### src/design/dqu_pkg.sv
// ----------------------------------------------------------------------------
// dqu_pkg
// Shared codes, defaults and the cell command type for the deque unit.
// ----------------------------------------------------------------------------
`default_nettype none

package dqu_pkg;

    localparam int DEPTH_DEF = 16;
    localparam int WORD_W    = 32;
    localparam int OP_W      = 3;
    localparam int ST_W      = 2;

    localparam logic [OP_W-1:0] OP_CREATE = 3'd0;
    localparam logic [OP_W-1:0] OP_PUSH   = 3'd1;
    localparam logic [OP_W-1:0] OP_VIEW   = 3'd2;
    localparam logic [OP_W-1:0] OP_CLEAR  = 3'd3;
    localparam logic [OP_W-1:0] OP_SWAP   = 3'd4;

    localparam logic [ST_W-1:0] ST_OK      = 2'd0;
    localparam logic [ST_W-1:0] ST_REFUSED = 2'd1;
    localparam logic [ST_W-1:0] ST_FULL    = 2'd2;
    localparam logic [ST_W-1:0] ST_EMPTY   = 2'd3;

    typedef struct packed {
        logic shl;   // take word from right neighbor
        logic shr;   // take word from left neighbor
        logic wr;    // cell at index == count loads the write word
    } t_cell_cmd;

endpackage

`default_nettype wire

### src/design/dqu_cell.sv
// ----------------------------------------------------------------------------
// dqu_cell
// One storage cell of the deque chain: holds a word, shifts left or right,
// or loads the write word when its index matches the fill count.
// ----------------------------------------------------------------------------
`default_nettype none

module dqu_cell import dqu_pkg::*; #(
    parameter int DEPTH = DEPTH_DEF,
    parameter int IDX   = 0,
    localparam int CNT_W = $clog2(DEPTH + 1)
) (
    input  wire logic                     i_clk,
    input  wire t_cell_cmd                i_cmd,
    input  wire logic [CNT_W-1:0]         i_count,
    input  wire logic signed [WORD_W-1:0] i_wr_data,
    input  wire logic signed [WORD_W-1:0] i_left,
    input  wire logic signed [WORD_W-1:0] i_right,
    output logic signed [WORD_W-1:0]      o_data
);

    logic signed [WORD_W-1:0] r_data;
    logic signed [WORD_W-1:0] n_data;

    always_comb begin
        n_data = r_data;
        if (i_cmd.shl) begin
            n_data = i_right;
        end else if (i_cmd.shr) begin
            n_data = i_left;
        end else if (i_cmd.wr && (i_count == CNT_W'(IDX))) begin
            n_data = i_wr_data;
        end
    end

    always_ff @(posedge i_clk) begin
        r_data <= n_data;
    end

    assign o_data = r_data;

endmodule

`default_nettype wire

### src/design/double_ended_queue_unit.sv
// ----------------------------------------------------------------------------
// double_ended_queue_unit
// Bounded deque of signed 32-bit words held front-aligned in a chain of
// cells. View rotates the whole chain once, swap twice, through a fixed tap.
//
//   channel | valid / ready             | words
//   --------+---------------------------+------------------------------
//   in      | i_in_valid / o_in_ready   | i_op, i_value, i_side
//   out     | o_out_valid / i_out_ready | o_data_out, o_status, o_last
//
// Create, push, clear, swap on fewer than two entries and unused ops finish
// on accept. View makes one chain rotation after accept and can be held by
// output stalls.
// Swap on two or more entries makes two chain rotations after accept.
// Synchronous reset empties the queue; cell contents are not cleared.
// Input is held off while a rotation runs or the output word is not taken.
// ----------------------------------------------------------------------------
`default_nettype none

module double_ended_queue_unit import dqu_pkg::*; #(
    parameter int DEPTH = DEPTH_DEF
) (
    input  wire logic                     i_clk,
    input  wire logic                     i_rst_n,
    input  wire logic                     i_in_valid,
    output logic                          o_in_ready,
    input  wire logic [OP_W-1:0]          i_op,
    input  wire logic signed [WORD_W-1:0] i_value,
    input  wire logic                     i_side,
    output logic                          o_out_valid,
    input  wire logic                     i_out_ready,
    output logic signed [WORD_W-1:0]      o_data_out,
    output logic [ST_W-1:0]               o_status,
    output logic                          o_last
);

    localparam int CW    = $clog2(DEPTH);
    localparam int CNT_W = $clog2(DEPTH + 1);

    localparam logic [1:0] S_IDLE  = 2'd0;
    localparam logic [1:0] S_VIEW  = 2'd1;
    localparam logic [1:0] S_SWAP1 = 2'd2;
    localparam logic [1:0] S_SWAP2 = 2'd3;

    logic [1:0]               r_state, n_state;
    logic [CW-1:0]            r_step, n_step;
    logic [CNT_W-1:0]         r_count, n_count;
    logic                     r_side, n_side;
    logic signed [WORD_W-1:0] r_first, n_first;
    logic signed [WORD_W-1:0] r_lastw, n_lastw;

    logic                     r_out_valid, n_out_valid;
    logic signed [WORD_W-1:0] r_out_data, n_out_data;
    logic [ST_W-1:0]          r_out_status, n_out_status;
    logic                     r_out_last, n_out_last;

    logic signed [WORD_W-1:0] w_cell [DEPTH];
    logic signed [WORD_W-1:0] w_left_in;
    logic signed [WORD_W-1:0] w_right_in;
    t_cell_cmd                w_cmd;

    logic             w_out_load;
    logic             w_accept;
    logic [CNT_W-1:0] w_step_ext;
    logic             w_step_end;
    logic             w_front_emit;
    logic             w_back_emit;
    logic             w_is_last_pos;
    logic             w_full;

    assign w_out_load    = !r_out_valid || i_out_ready;
    assign o_in_ready    = (r_state == S_IDLE) && w_out_load;
    assign w_accept      = i_in_valid && o_in_ready;
    assign w_step_ext    = CNT_W'(r_step);
    assign w_step_end    = (r_step == CW'(DEPTH - 1));
    assign w_front_emit  = (w_step_ext < r_count);
    assign w_back_emit   = ((CNT_W + 1)'(r_step) + (CNT_W + 1)'(r_count))
                           >= (CNT_W + 1)'(DEPTH);
    assign w_is_last_pos = ((w_step_ext + CNT_W'(1)) == r_count);
    assign w_full        = (r_count == CNT_W'(DEPTH));

    genvar g;
    generate
        for (g = 0; g < DEPTH; g++) begin : g_cell
            logic signed [WORD_W-1:0] w_l;
            logic signed [WORD_W-1:0] w_r;
            if (g == 0) begin : g_lend
                assign w_l = w_left_in;
            end else begin : g_lmid
                assign w_l = w_cell[g-1];
            end
            if (g == DEPTH - 1) begin : g_rend
                assign w_r = w_right_in;
            end else begin : g_rmid
                assign w_r = w_cell[g+1];
            end
            dqu_cell #(
                .DEPTH (DEPTH),
                .IDX   (g)
            ) u_cell (
                .i_clk     (i_clk),
                .i_cmd     (w_cmd),
                .i_count   (r_count),
                .i_wr_data (i_value),
                .i_left    (w_l),
                .i_right   (w_r),
                .o_data    (w_cell[g])
            );
        end
    endgenerate

    always_comb begin
        n_state      = r_state;
        n_step       = r_step;
        n_count      = r_count;
        n_side       = r_side;
        n_first      = r_first;
        n_lastw      = r_lastw;
        n_out_valid  = r_out_valid && !i_out_ready;
        n_out_data   = r_out_data;
        n_out_status = r_out_status;
        n_out_last   = r_out_last;
        w_cmd        = '0;
        w_left_in    = i_value;
        w_right_in   = w_cell[0];

        unique case (r_state)
            S_IDLE: begin
                if (w_accept) begin
                    unique case (i_op) inside
                        OP_CREATE, OP_PUSH: begin
                            n_out_valid = 1'b1;
                            n_out_last  = 1'b1;
                            if (i_op == OP_CREATE && r_count != '0) begin
                                n_out_data   = '0;
                                n_out_status = ST_REFUSED;
                            end else if (r_count == '0) begin
                                w_cmd.wr     = 1'b1;
                                n_count      = CNT_W'(1);
                                n_out_data   = i_value;
                                n_out_status = ST_OK;
                            end else if (w_full) begin
                                n_out_data   = '0;
                                n_out_status = ST_FULL;
                            end else begin
                                if (i_side) begin
                                    w_cmd.wr = 1'b1;
                                end else begin
                                    w_cmd.shr = 1'b1;
                                end
                                n_count      = r_count + CNT_W'(1);
                                n_out_data   = i_value;
                                n_out_status = ST_OK;
                            end
                        end
                        OP_VIEW: begin
                            if (r_count == '0) begin
                                n_out_valid  = 1'b1;
                                n_out_data   = '0;
                                n_out_status = ST_EMPTY;
                                n_out_last   = 1'b1;
                            end else begin
                                n_state = S_VIEW;
                                n_step  = '0;
                                n_side  = i_side;
                            end
                        end
                        OP_CLEAR: begin
                            n_count      = '0;
                            n_out_valid  = 1'b1;
                            n_out_data   = '0;
                            n_out_status = ST_OK;
                            n_out_last   = 1'b1;
                        end
                        OP_SWAP: begin
                            n_out_valid  = 1'b1;
                            n_out_data   = '0;
                            n_out_last   = 1'b1;
                            n_out_status = (r_count == '0) ? ST_EMPTY : ST_OK;
                            if (r_count > CNT_W'(1)) begin
                                n_state = S_SWAP1;
                                n_step  = '0;
                            end
                        end
                        default: begin
                        end
                    endcase
                end
            end
            S_VIEW: begin
                if (!r_side) begin
                    if (!w_front_emit || w_out_load) begin
                        w_cmd.shl = 1'b1;
                        n_step    = r_step + CW'(1);
                        if (w_front_emit) begin
                            n_out_valid  = 1'b1;
                            n_out_data   = w_cell[0];
                            n_out_status = ST_OK;
                            n_out_last   = w_is_last_pos;
                        end
                        if (w_step_end) begin
                            n_state = S_IDLE;
                            n_step  = '0;
                        end
                    end
                end else begin
                    w_left_in = w_cell[DEPTH-1];
                    if (!w_back_emit || w_out_load) begin
                        w_cmd.shr = 1'b1;
                        n_step    = r_step + CW'(1);
                        if (w_back_emit) begin
                            n_out_valid  = 1'b1;
                            n_out_data   = w_cell[DEPTH-1];
                            n_out_status = ST_OK;
                            n_out_last   = w_step_end;
                        end
                        if (w_step_end) begin
                            n_state = S_IDLE;
                            n_step  = '0;
                        end
                    end
                end
            end
            S_SWAP1: begin
                w_cmd.shl = 1'b1;
                n_step    = r_step + CW'(1);
                if (r_step == '0) begin
                    n_first = w_cell[0];
                end
                if (w_is_last_pos) begin
                    n_lastw = w_cell[0];
                end
                if (w_step_end) begin
                    n_state = S_SWAP2;
                    n_step  = '0;
                end
            end
            S_SWAP2: begin
                w_cmd.shl = 1'b1;
                n_step    = r_step + CW'(1);
                if (r_step == '0) begin
                    w_right_in = r_lastw;
                end else if (w_is_last_pos) begin
                    w_right_in = r_first;
                end
                if (w_step_end) begin
                    n_state = S_IDLE;
                    n_step  = '0;
                end
            end
            default: begin
                n_state = S_IDLE;
            end
        endcase
    end

    always_ff @(posedge i_clk) begin
        if (!i_rst_n) begin
            r_state     <= S_IDLE;
            r_step      <= '0;
            r_count     <= '0;
            r_side      <= 1'b0;
            r_out_valid <= 1'b0;
        end else begin
            r_state     <= n_state;
            r_step      <= n_step;
            r_count     <= n_count;
            r_side      <= n_side;
            r_out_valid <= n_out_valid;
        end
    end

    always_ff @(posedge i_clk) begin
        r_first      <= n_first;
        r_lastw      <= n_lastw;
        r_out_data   <= n_out_data;
        r_out_status <= n_out_status;
        r_out_last   <= n_out_last;
    end

    assign o_out_valid = r_out_valid;
    assign o_data_out  = r_out_data;
    assign o_status    = r_out_status;
    assign o_last      = r_out_last;

endmodule

`default_nettype wire
### config.mk
export PLATFORM = sky130hd
export DESIGN_NAME = double_ended_queue_unit
export DESIGN_NICKNAME = d
export VERILOG_FILES = /design/src/design/dqu_pkg.sv /design/src/design/dqu_cell.sv /design/src/design/double_ended_queue_unit.sv
export SDC_FILE = /design/constraint.sdc
export NUM_CORES = 1
export LEC_CHECK = 0
export ABC_CLOCK_PERIOD_IN_PS = 5500
export BUFFER_PORTS_ARGS = -buffer_cell sky130_fd_sc_hd__buf_2
export CORE_ASPECT_RATIO = 1.5
export CORE_MARGIN = 2
export CORE_UTILIZATION = 29
export CTS_BUF_LIST = sky130_fd_sc_hd__clkbuf_8 sky130_fd_sc_hd__clkbuf_16
export DETAILED_ROUTE_END_ITERATION = 7
export PLACE_DENSITY = 0.47
export REMOVE_ABC_BUFFERS = 1
export SETUP_SLACK_MARGIN = 0.15
export SYNTH_ARGS = -nofsm -noshare
export SYNTH_HDL_FRONTEND = slang
export SYNTH_SLANG_ARGS = --single-unit
### constraint.sdc
create_clock -name i_clk -period 5.5 [get_ports i_clk]
set_input_delay 1.1 -clock i_clk [delete_from_list [all_inputs] [get_ports i_clk]]
set_output_delay 1.1 -clock i_clk [all_outputs]
set_load 0.01 [all_outputs]
Word-level counts from Yosys, hierarchy flattened
Index checks and enable logic that the tools add are counted.
- output and inout port bits: 37
- logic and storage cells: 271
- flip-flop bits (word level): 624
- bits of input ports: 40
- add/sub/neg operators: 4
- eq/ne operators: 40
- $lt $le $gt $ge: 3
- mux-type cells: 134
- reduce and logical (&&, ||, !) cells: 63
- bitwise gates (word level): 1
- operators with widths (cell ; count):
    $mux W32 ; 63
    $pmux W32 S3 ; 1
    $pmux W32 S2 ; 1
    $reduce_bool A3 Y1 ; 16
    $mux W2 ; 23
    $eq A5 B4 Y1 const B ; 8
    $mux W4 ; 7
    $reduce_and A8 Y1 ; 3
    $mux W1 ; 23
    $ne A3 B3 Y1 const B ; 7
    $eq A5 B3 Y1 const B ; 4
    $logic_and A1 B1 Y1 ; 20
    $pmux W2 S4 ; 2
    $mux W5 ; 3
    $pmux W1 S2 ; 6
    $pmux W4 S3 ; 1
    $eq A5 B2 Y1 const B ; 2
    $pmux W5 S2 ; 1
    $pmux W2 S2 ; 2
    $pmux W4 S2 ; 1
    $reduce_and A7 Y1 ; 1
    $add A4 B5 Y6 ; 1
    $eq A3 B2 Y1 const B ; 2
    $ge A6 B5 Y1 const B ; 1
    33 further kinds ; 46

Depth between registers and ports, before layout
Gate-level depths: netlist (run 1).
- word-level depth: 11
- depth in mapped cells: 13
- gate-level depth less buffers: 8

Cells and area by module
A second synthesis (run 1) with hierarchy kept.
- cell total of the unflattened synthesis: 2931
- area total of the unflattened synthesis: 33678.6 sq um
- modules (own cells, without submodules) (module ; seq. area each (sq um) ; area each (sq um) ; cells an instance ; instances):
    dqu_cell (g_cell[10].u_cell ...) ; 960.9 ; 1690.4 ; 142 ; 4
    dqu_cell (g_cell[1].u_cell ...) ; 960.9 ; 1689.1 ; 142 ; 4
    double_ended_queue_unit ; 3233.1 ; 6661.4 ; 661 ; 1
    dqu_cell (g_cell[11].u_cell ...) ; 960.9 ; 1686.6 ; 141 ; 3
    dqu_cell (g_cell[13].u_cell ...) ; 960.9 ; 1690.4 ; 143 ; 2
    dqu_cell (g_cell[0].u_cell ...) ; 960.9 ; 1686.6 ; 142 ; 2
    dqu_cell (g_cell[3].u_cell) ; 960.9 ; 1685.4 ; 141 ; 1

Least setup slack after synthesis (run 1)
OpenSTA, ideal clock, no wires.
- path type: input -> register
- from: input port i_out_ready
- to: register g_cell[15].u_cell.r_data[0], enable pin
- stages: 3
- buffers on the path: 0
- data required time: 4.989 ns
- arrival: 4.870 ns
- path slack: 0.119 ns
- setup time: 0.511 ns
- cell sequence: nand2b_1 -> nand3_1 -> o41ai_1
- cells in the longest elaborated chain, start to end: 7
- elaborated cells between the ends (all ways): 15
- classes of those cells: mux: 8; reduce/logical: 7
- RTL lines (element ; RTL line ; text):
    start, declared ; double_ended_queue_unit.sv:31 ; input wire logic i_out_ready,
    $logic_or A1 B1 Y1 (*) ; double_ended_queue_unit.sv:71 ; assign w_out_load = !r_out_valid || i_out_ready;
    parallel branches: the longest is 5 deep, another holds $pmux W1 S2 ; - ;
    $reduce_bool A3 Y1 (no line) (*) ; - ;
    end signal, assigned ; dqu_cell.sv:37 ; r_data <= n_data;
    end, declared ; dqu_cell.sv:22 ; logic signed [WORD_W-1:0] r_data;
Every way passes the cells marked *.
A chain may end at the register's enable or synchronous reset.

Final worst setup path (run 1)
- from: register r_state[1]
- to: register g_cell[1].u_cell.r_data[30], enable pin
- cells in the longest elaborated chain, start to end: 7
- elaborated cells between the ends (all ways): 13
- classes of those cells: eq/ne: 3; mux: 4; reduce/logical: 6
- RTL lines (element ; RTL line ; text):
    start, declared ; double_ended_queue_unit.sv:45 ; logic [1:0] r_state, n_state;
    start signal, assigned ; double_ended_queue_unit.sv:265 ; r_state <= n_state;
    $logic_not A2 Y1 ; double_ended_queue_unit.sv:72, double_ended_queue_unit.sv:127 ;
    $logic_and A1 B1 Y1 ; double_ended_queue_unit.sv:72 ; assign o_in_ready = (r_state == S_IDLE) && w_out_load;
    $logic_and A1 B1 Y1 ; double_ended_queue_unit.sv:73 ; assign w_accept = i_in_valid && o_in_ready;
    $mux W2 ; double_ended_queue_unit.sv:129 ; if (w_accept) begin
    $mux W1 ; double_ended_queue_unit.sv:127 ; unique case (r_state)
    $logic_and A1 B1 Y1 ; dqu_cell.sv:31 ; end else if (i_cmd.wr && (i_count == CNT_W'(IDX))) begin
    $reduce_bool A3 Y1 (no line) (*) ; - ;
    end signal, assigned ; dqu_cell.sv:37 ;
    end, declared ; dqu_cell.sv:22 ;
Mark *: on every way between the ends. The rest lies on a longest branch, timed or not.

==> reports/results.ini, run 1 <==
[clock_network]
path_clk_slew_ns = 0.07
cts_made_buffers = 66
postCtsResizedCells = 0
cts_setup_buffers = 0
hold_buffers = 0
htreeDepth = 3
cts-root-buf = clkbuf_16
clock_latency_ns = 0.64
clock_sinks = 624
clock_path_buffers = 3
cts_tree = done

[floorplan]
die_w_microns = 264
io_pins = 77
start_util_pct = 29.3
die_area_sq_mm = 0.104
die_height_microns = 393
core.rowCount = 142
coreArea_sq_mm = 0.100

[min_path]
worst_hold_path.num_cells = 0
hold_class = flop to flop

[critical_path]
worstSetupPathType = flop to flop
crit_path_end_kind = flop
critPathLaunchType = flop
critPathArrivalTime_ns = 4.34
reg2regPathDepth = 7
worstPathRequired_ns = 5.81
crit_fanout = 21

[power]
p_comb_share_pct = 6.7
p_leak_nw = 10.2
p_sw_share_pct = 23.3
power.total_mw = 10.8
netSwitchingPower_mw = 2.52
peakVddDrop_uv = 196
p_per_area_mw_per_mm2 = 324
p_clk_share_pct = 42.7
p_seq_share_pct = 50.5
p_int_mw = 8.32

[synthesis]
yosys.area_share.simple_pct = 10.3
syn_area_sq_mm = 0.0293
synth_cell_type_count = 61
seq_area_frac_synth_pct = 63.5
syn_inst = 2827
synth-edff-count = 611
synthMuxAreaShare_pct = 1.23
avgSynthCellArea_sq_um = 10.4
synth-compound-area-share_pct = 20.0
synth-adder-area-share_pct = 0.640
async_reset_ff_share_pct = 0
synth_ff_type = edfxtp_1
synthXorXnorAreaFrac_pct = 0.149
synth_seq_cells = 624
synth_top_family_by_area = compound AO/OA/AOI/OAI gates
ys_warn_count = 0

[timing]
post-route-min-period_ns = 4.03
whs_ns = 0.550
hold_viol = 0
tightest_slew_ns = 1.26
final_max_slew_viol_count = 0
setup_viol_count_final = 0
setup_tns_ns = 0
fin_skew_ns = 0.0273
timing.slew.headroom_pct = 15.9
timing.fmax_mhz = 248
rsz0062_at_grt = no
fin_crit_sh_pct = 73.3
layout_setup_ws_ns = 1.47

[placement]
io_buffer_count = 76
dpl.hpwl_mm = 50.1
place_congestion = 0.783
dp_worst_setup_slack_ns = 1.15

[finish]
num-nets-final = 2855
drive_gt1_share_pct = 10.1
final_util_pct = 33.4
mostFrequentLayoutCells = 611 x edfxtp_1, 541 x nand2_1, 488 x a21oi_1
syn2layout_area_growth_pct = 14.1
fillers = 10100
final_common_cell = edfxtp_1
register_area_sq_mm = 0.0186
multiInputGateArea_sq_mm = 0.00974

[job]
maxCapViolations = 0

[route]
drc = 0
vias_per_cell = 5.26
wl_mm = 85.6
wl_per_cell_microns = 20.6
firstDrtPassIters = 5
vias = 21800
ant_nets = 0
drt-initial-drc-count = 1534

[grt]
antenna_found_initial = 2
first_global_vias = 22200
grt_pass1_wl_mm = 130
grt_use_total_pct = 16.1
grt_overflow = 0
grt_max_degree = 275

[outcome]
outcome = complete, no violations

## per-stage QoR
step                      instances  area, sq um
final                          4149        33400
after global routing           4148        33400
after CTS                      4148        33400
after detailed placement       4028        31200
after global placement         4028        31200
after floorplan                2582        28300
## registers in the layout, indices dropped and copies added, names as in the netlist
register              flops
g_cell.u_cell.o_data    512
o_data_out               32
r_first                  32
r_lastw                  32
r_count                   5
r_step                    4
o_status                  2
r_state                   2
o_last                    1
o_out_valid               1
r_side                    1
## layout make-up
type                       count  area share, %
sequential                   624           55.7
clock inverter                52           1.47
tap                         1296           4.85
timing repair buffer         150           3.29
multi-input combinational   1913           29.1
clock buffer                  68           5.09
inverter                      45          0.505
antenna                        1        0.00748
## worst max-delay path, stage by stage, from the launching register on
cell     delay, ns
dfxtp_1       0.55
nor2_1        0.43
nand3_1       0.32
nor2_1        0.34
nor4b_1       0.62
nand2_1       0.42
o21ai_4       0.67
buf_12        0.30
## power groups by stage
stage	sequential (mW)	clock (mW)	combinational, mW
global placement	5.57	0	0.720
finish	5.48	4.63	0.729
global route	5.49	4.94	0.818
floorplan	5.62	0	0.736
CTS	5.48	4.79	0.741
detailed placement	5.58	0	0.740
## cell families after synthesis
group | after synthesis
buf+inv | 290
simple gates | 729
compound gates | 1128
mux | 36
flops | 624
xor+xnor | 5
fa+ha+maj | 15
## final timing paths
kind / slack [ns] / from / endpoint
max reg2reg: 1.47 / r_state[1] / g_cell[1].u_cell.o_data[30]
min reg2reg: 0.55 / g_cell[0].u_cell.o_data[27] / r_first[27]
max: 1.47 / r_state[1] / g_cell[1].u_cell.o_data[30]
min: 0.55 / g_cell[0].u_cell.o_data[27] / r_first[27]
## Yosys cell counts (3+ instances only)
master	number	area share (%)
a211o_1	4	0.12
and2_1	3	0.064
buf_1	18	0.23
clkbuf_1	141	1.8
o22ai_1	33	0.70
xor2_1	3	0.090
edfxtp_1	611	63
buf_2	73	1.2
nand3_1	7	0.12
mux2i_1	35	1.2
o21ai_0	379	6.5
o31ai_1	3	0.077
a211oi_1	36	0.92
nor2_1	51	0.65
ha_1	15	0.64
dfxtp_1	13	0.89
inv_1	42	0.54
a21oi_1	490	8.4
nor2b_1	5	0.11
nand2_1	542	6.9
o21ai_1	160	2.7
nor3_1	97	1.7
nand2b_1	4	0.085
a31oi_1	3	0.064
buf_4	13	0.33
## layer usage
metal  vias up  global-route usage [%]  routed length (microns)
met4         2                    5.91                     2690
met5         -                       0                       13
met1     10900                    19.4                    35400
met2       525                    28.7                    43800
met3       147                    2.53                     3810
li1      10300                       -                        -
No activity file was read; power rests on OpenSTA's default activity.
==> run 2: changes to the inputs <==
Settings changed: ABC_AREA from default to 1, ABC_CLOCK_PERIOD_IN_PS 5500 to 3700.
Clock period 5.5 ns to 3.7 ns, I/O delays scaled along.
==> reports/results.ini, run 2 <==
[clock_network]
htreeDepth = 2  ; -1
clock_path_buffers = 3  ; unchanged
hold_buffers = 0  ; unchanged
path_clk_slew_ns = 0.07  ; about the same
cts_setup_buffers = 0  ; unchanged
clock_sinks = 624  ; unchanged
postCtsResizedCells = 0  ; unchanged
cts_tree = done
cts_made_buffers = 60  ; -9.1%
cts-root-buf = clkbuf_16
clock_latency_ns = 0.65  ; about the same

[critical_path]
crit_path_end_kind = flop
r2r_slack_ns = 0.58  ; -0.89 ns
r2r-start = r_count[2]
cp_num_buf_inv = 6  ; +5
r2r_end = g_cell[4].u_cell.o_data[16]
crit_path_max_incr_delay_ns = 0.54  ; -0.13 ns
critPathLaunchType = flop
slowest_stage = dfxtp_1
worstPathRequired_ns = 4.05  ; -1.76 ns
worstSetupPathType = flop to flop
crit_chain = inv_1 > ha_1 > nand2_1 > inv_1 > nand3_1 > nand4_1 > nand2_1 > nand2_1 > nand2_8 > clkinv_2 > nor2_2 > buf_4 > buf_4 > o21ai_4 > buf_4
crit_family = buffers and inverters
critPathArrivalTime_ns = 3.47  ; -0.87 ns
reg2regPathDepth = 15  ; +8
critPathLaunch = r_count[2]
crit_fanout = 19  ; -9.5%

[synthesis]
synth_top_family_by_area = simple AND/OR/NAND/NOR gates
synthXorXnorAreaFrac_pct = 0.0297  ; -0.12 points
yosys.area_share.simple_pct = 18.8  ; +8.5 points
seq_area_frac_synth_pct = 63.1  ; -0.41 points
ys_warn_count = 0  ; unchanged
avgSynthCellArea_sq_um = 9.49  ; -8.5%
netlist_top_cells_area = edfxtp_1 62%, nand2_1 10%, a21oi_1 8.4%, nor2_1 6.1%, o21ai_0 2.5%
synth_seq_cells = 624  ; unchanged
synth_ff_type = edfxtp_1
synth-adder-area-share_pct = 0.636  ; -0.0042 points
async_reset_ff_share_pct = 0  ; unchanged
synthMuxAreaShare_pct = 0  ; -1.2 points
synth-edff-count = 611  ; unchanged
syn_area_sq_mm = 0.0295  ; +0.66%
synth-compound-area-share_pct = 12.0  ; -8.1 points
synthTopCellsByCount = 794 x nand2_1, 611 x edfxtp_1, 496 x a21oi_1
syn_inst = 3109  ; +10%
netlist.area_leader.share_pct = 62.2  ; -0.41 points
yosysTopAreaCell = edfxtp_1
synth_most_common_cell = nand2_1
synth_cell_type_count = 31  ; -49%

[power]
p_sw_share_pct = 27.5  ; +4.2 points
p_leak_nw = 11.9  ; +16%
netSwitchingPower_mw = 4.78  ; +90%
p_clk_share_pct = 36.6  ; -6.1 points
p_seq_share_pct = 50.6  ; about the same
p_int_mw = 12.6  ; +52%
peakVddDrop_uv = 414  ; +110%
p_per_area_mw_per_mm2 = 519  ; +60%
p_comb_share_pct = 12.8  ; +6.1 points

[placement]
io_buffer_count = 76  ; unchanged
dpl_cell_area_sq_mm = 0.0316  ; +1.1%
dpl.hpwl_mm = 50.4  ; +0.61%
place_congestion = 0.801  ; +2.2%
dp_worst_setup_slack_ns = 0.447  ; -0.705 ns

[finish]
largest_reg_flops = 512  ; unchanged
final_common_cell = nand2_1
syn2layout_area_growth_pct = 13.6
fin_area_sq_mm = 0.0335  ; +0.28%
num-nets-final = 3175  ; +11%
mostFrequentLayoutCells = 790 x nand2_1, 611 x edfxtp_1, 496 x a21oi_1
drive_gt1_share_pct = 8.74  ; -1.3 points
final_util_pct = 33.2  ; -0.26 points
antenna_cells = 0  ; -1

[grt]
grt_pass1_wl_mm = 130  ; +0.15%
grt_max_degree = 174  ; -37%
grt_overflow = 0  ; unchanged
grt_use_total_pct = 16.2  ; +0.072 points
first_global_vias = 20800  ; -6.6%
antenna_found_initial = 5  ; +3

[timing]
whs_ns = 0.411  ; -0.140 ns
setup_viol_count_final = 0  ; unchanged
layout_setup_ws_ns = 0.576  ; -0.894 ns
post-route-min-period_ns = 3.12  ; -0.906 ns
rsz0062_at_grt = no
timing.fmax_mhz = 320  ; +29%
hold_viol = 0  ; unchanged
fin_skew_ns = 0.0241  ; -0.00319 ns
timing.slew.headroom_pct = 35.5  ; +20 points
tightest_slew_ns = 0.966  ; -0.293 ns
final_max_slew_viol_count = 0  ; unchanged
fin_crit_sh_pct = 84.4  ; +11 points

[route]
drt-initial-drc-count = 1927  ; +26%
wl_per_cell_microns = 19.4  ; -5.9%
vias = 21900  ; +0.55%
drc = 0  ; unchanged
firstDrtPassIters = 7  ; +2
vias_per_cell = 4.90  ; -6.8%
ant_nets = 0  ; unchanged
wl_mm = 86.9  ; +1.4%

[floorplan]
core.rowCount = 143  ; +0.70%
die_height_microns = 395  ; +0.32%
start_util_pct = 29.2  ; -0.12 points
die_w_microns = 264  ; +0.32%
io_pins = 77  ; unchanged
die_area_sq_mm = 0.104  ; +0.65%
coreArea_sq_mm = 0.101  ; +1.1%

[min_path]
hold_end = r_state[0]
min-delay-start = i_rst_n
worst_hold_path.num_cells = 3  ; +3
hold_class = input port to flop

[job]
maxCapViolations = 0  ; unchanged

[outcome]
outcome = complete, no violations

==> run 2: tightest hold or removal path, delay by kind of cell <==
| kind | cells | cell delay (ns) |
|---|---|---|
| and+or+nand+nor | 2 | 0.12 |
| buffers and inverters | 1 | 0.16 |
==> run 2: layer usage <==
metal | global-route usage [%] | vias to the layer above | routed length (microns)
met2 | 27.1 | 561 | 41800
li1 | - | 10600 | -
met5 | 0 | - | 45
met4 | 4.43 | 8 | 2040
met3 | 2.25 | 114 | 4200
met1 | 21.8 | 10700 | 38800
==> run 2: through the flow <==
stage,TNS (ns),std cells,total power [mW]
finish,0,4475,17.4
global route,0,4475,18.1
CTS,0,4475,17.6
detailed placement,0,4363,11.2
global placement,0,4363,11.2
floorplan,-5444.97,2914,10.3
==> run 2: worst max path at each step <==
stage / endpoint / slack, ns / cells past startpoint
detailed placement: g_cell[6].u_cell.o_data[2] / 0.45 / 10
global placement: g_cell[6].u_cell.o_data[2] / 0.48 / 10
floorplan: g_cell[0].u_cell.o_data[0] / -6.49 / 14
finish: g_cell[4].u_cell.o_data[16] / 0.58 / 15
global route: g_cell[15].u_cell.o_data[18] / 0.34 / 15
CTS: g_cell[4].u_cell.o_data[0] / 0.58 / 15
==> run 2: cell type report <==
class,instances,area (sq um)
tap,1305,1630
clock inverter,51,434
clock buffer,61,1530
fill,10300,67600
timing repair buffer,144,1140
sequential,624,18600
multi-input combinational,2118,9540
inverter,172,647
==> run 2: kinds of logic (layout without fill, tap and decap cells) <==
group	Yosys count	count (layout)
XOR/XNOR	1	1
flip-flops	624	624
buffers and inverters	367	428
adder cells (fa/ha/maj)	15	15
AO/OA/AOI/OAI	686	686
AND/OR/NAND/NOR	1416	1416
==> run 2: power groups by stage <==
stage	logic, mW	registers, mW	clock network [mW]
finish	2.23	8.80	6.36
global route	2.46	8.86	6.76
CTS	2.27	8.80	6.54
detailed placement	2.26	8.95	0
global placement	2.24	8.95	0
floorplan	1.34	8.93	0
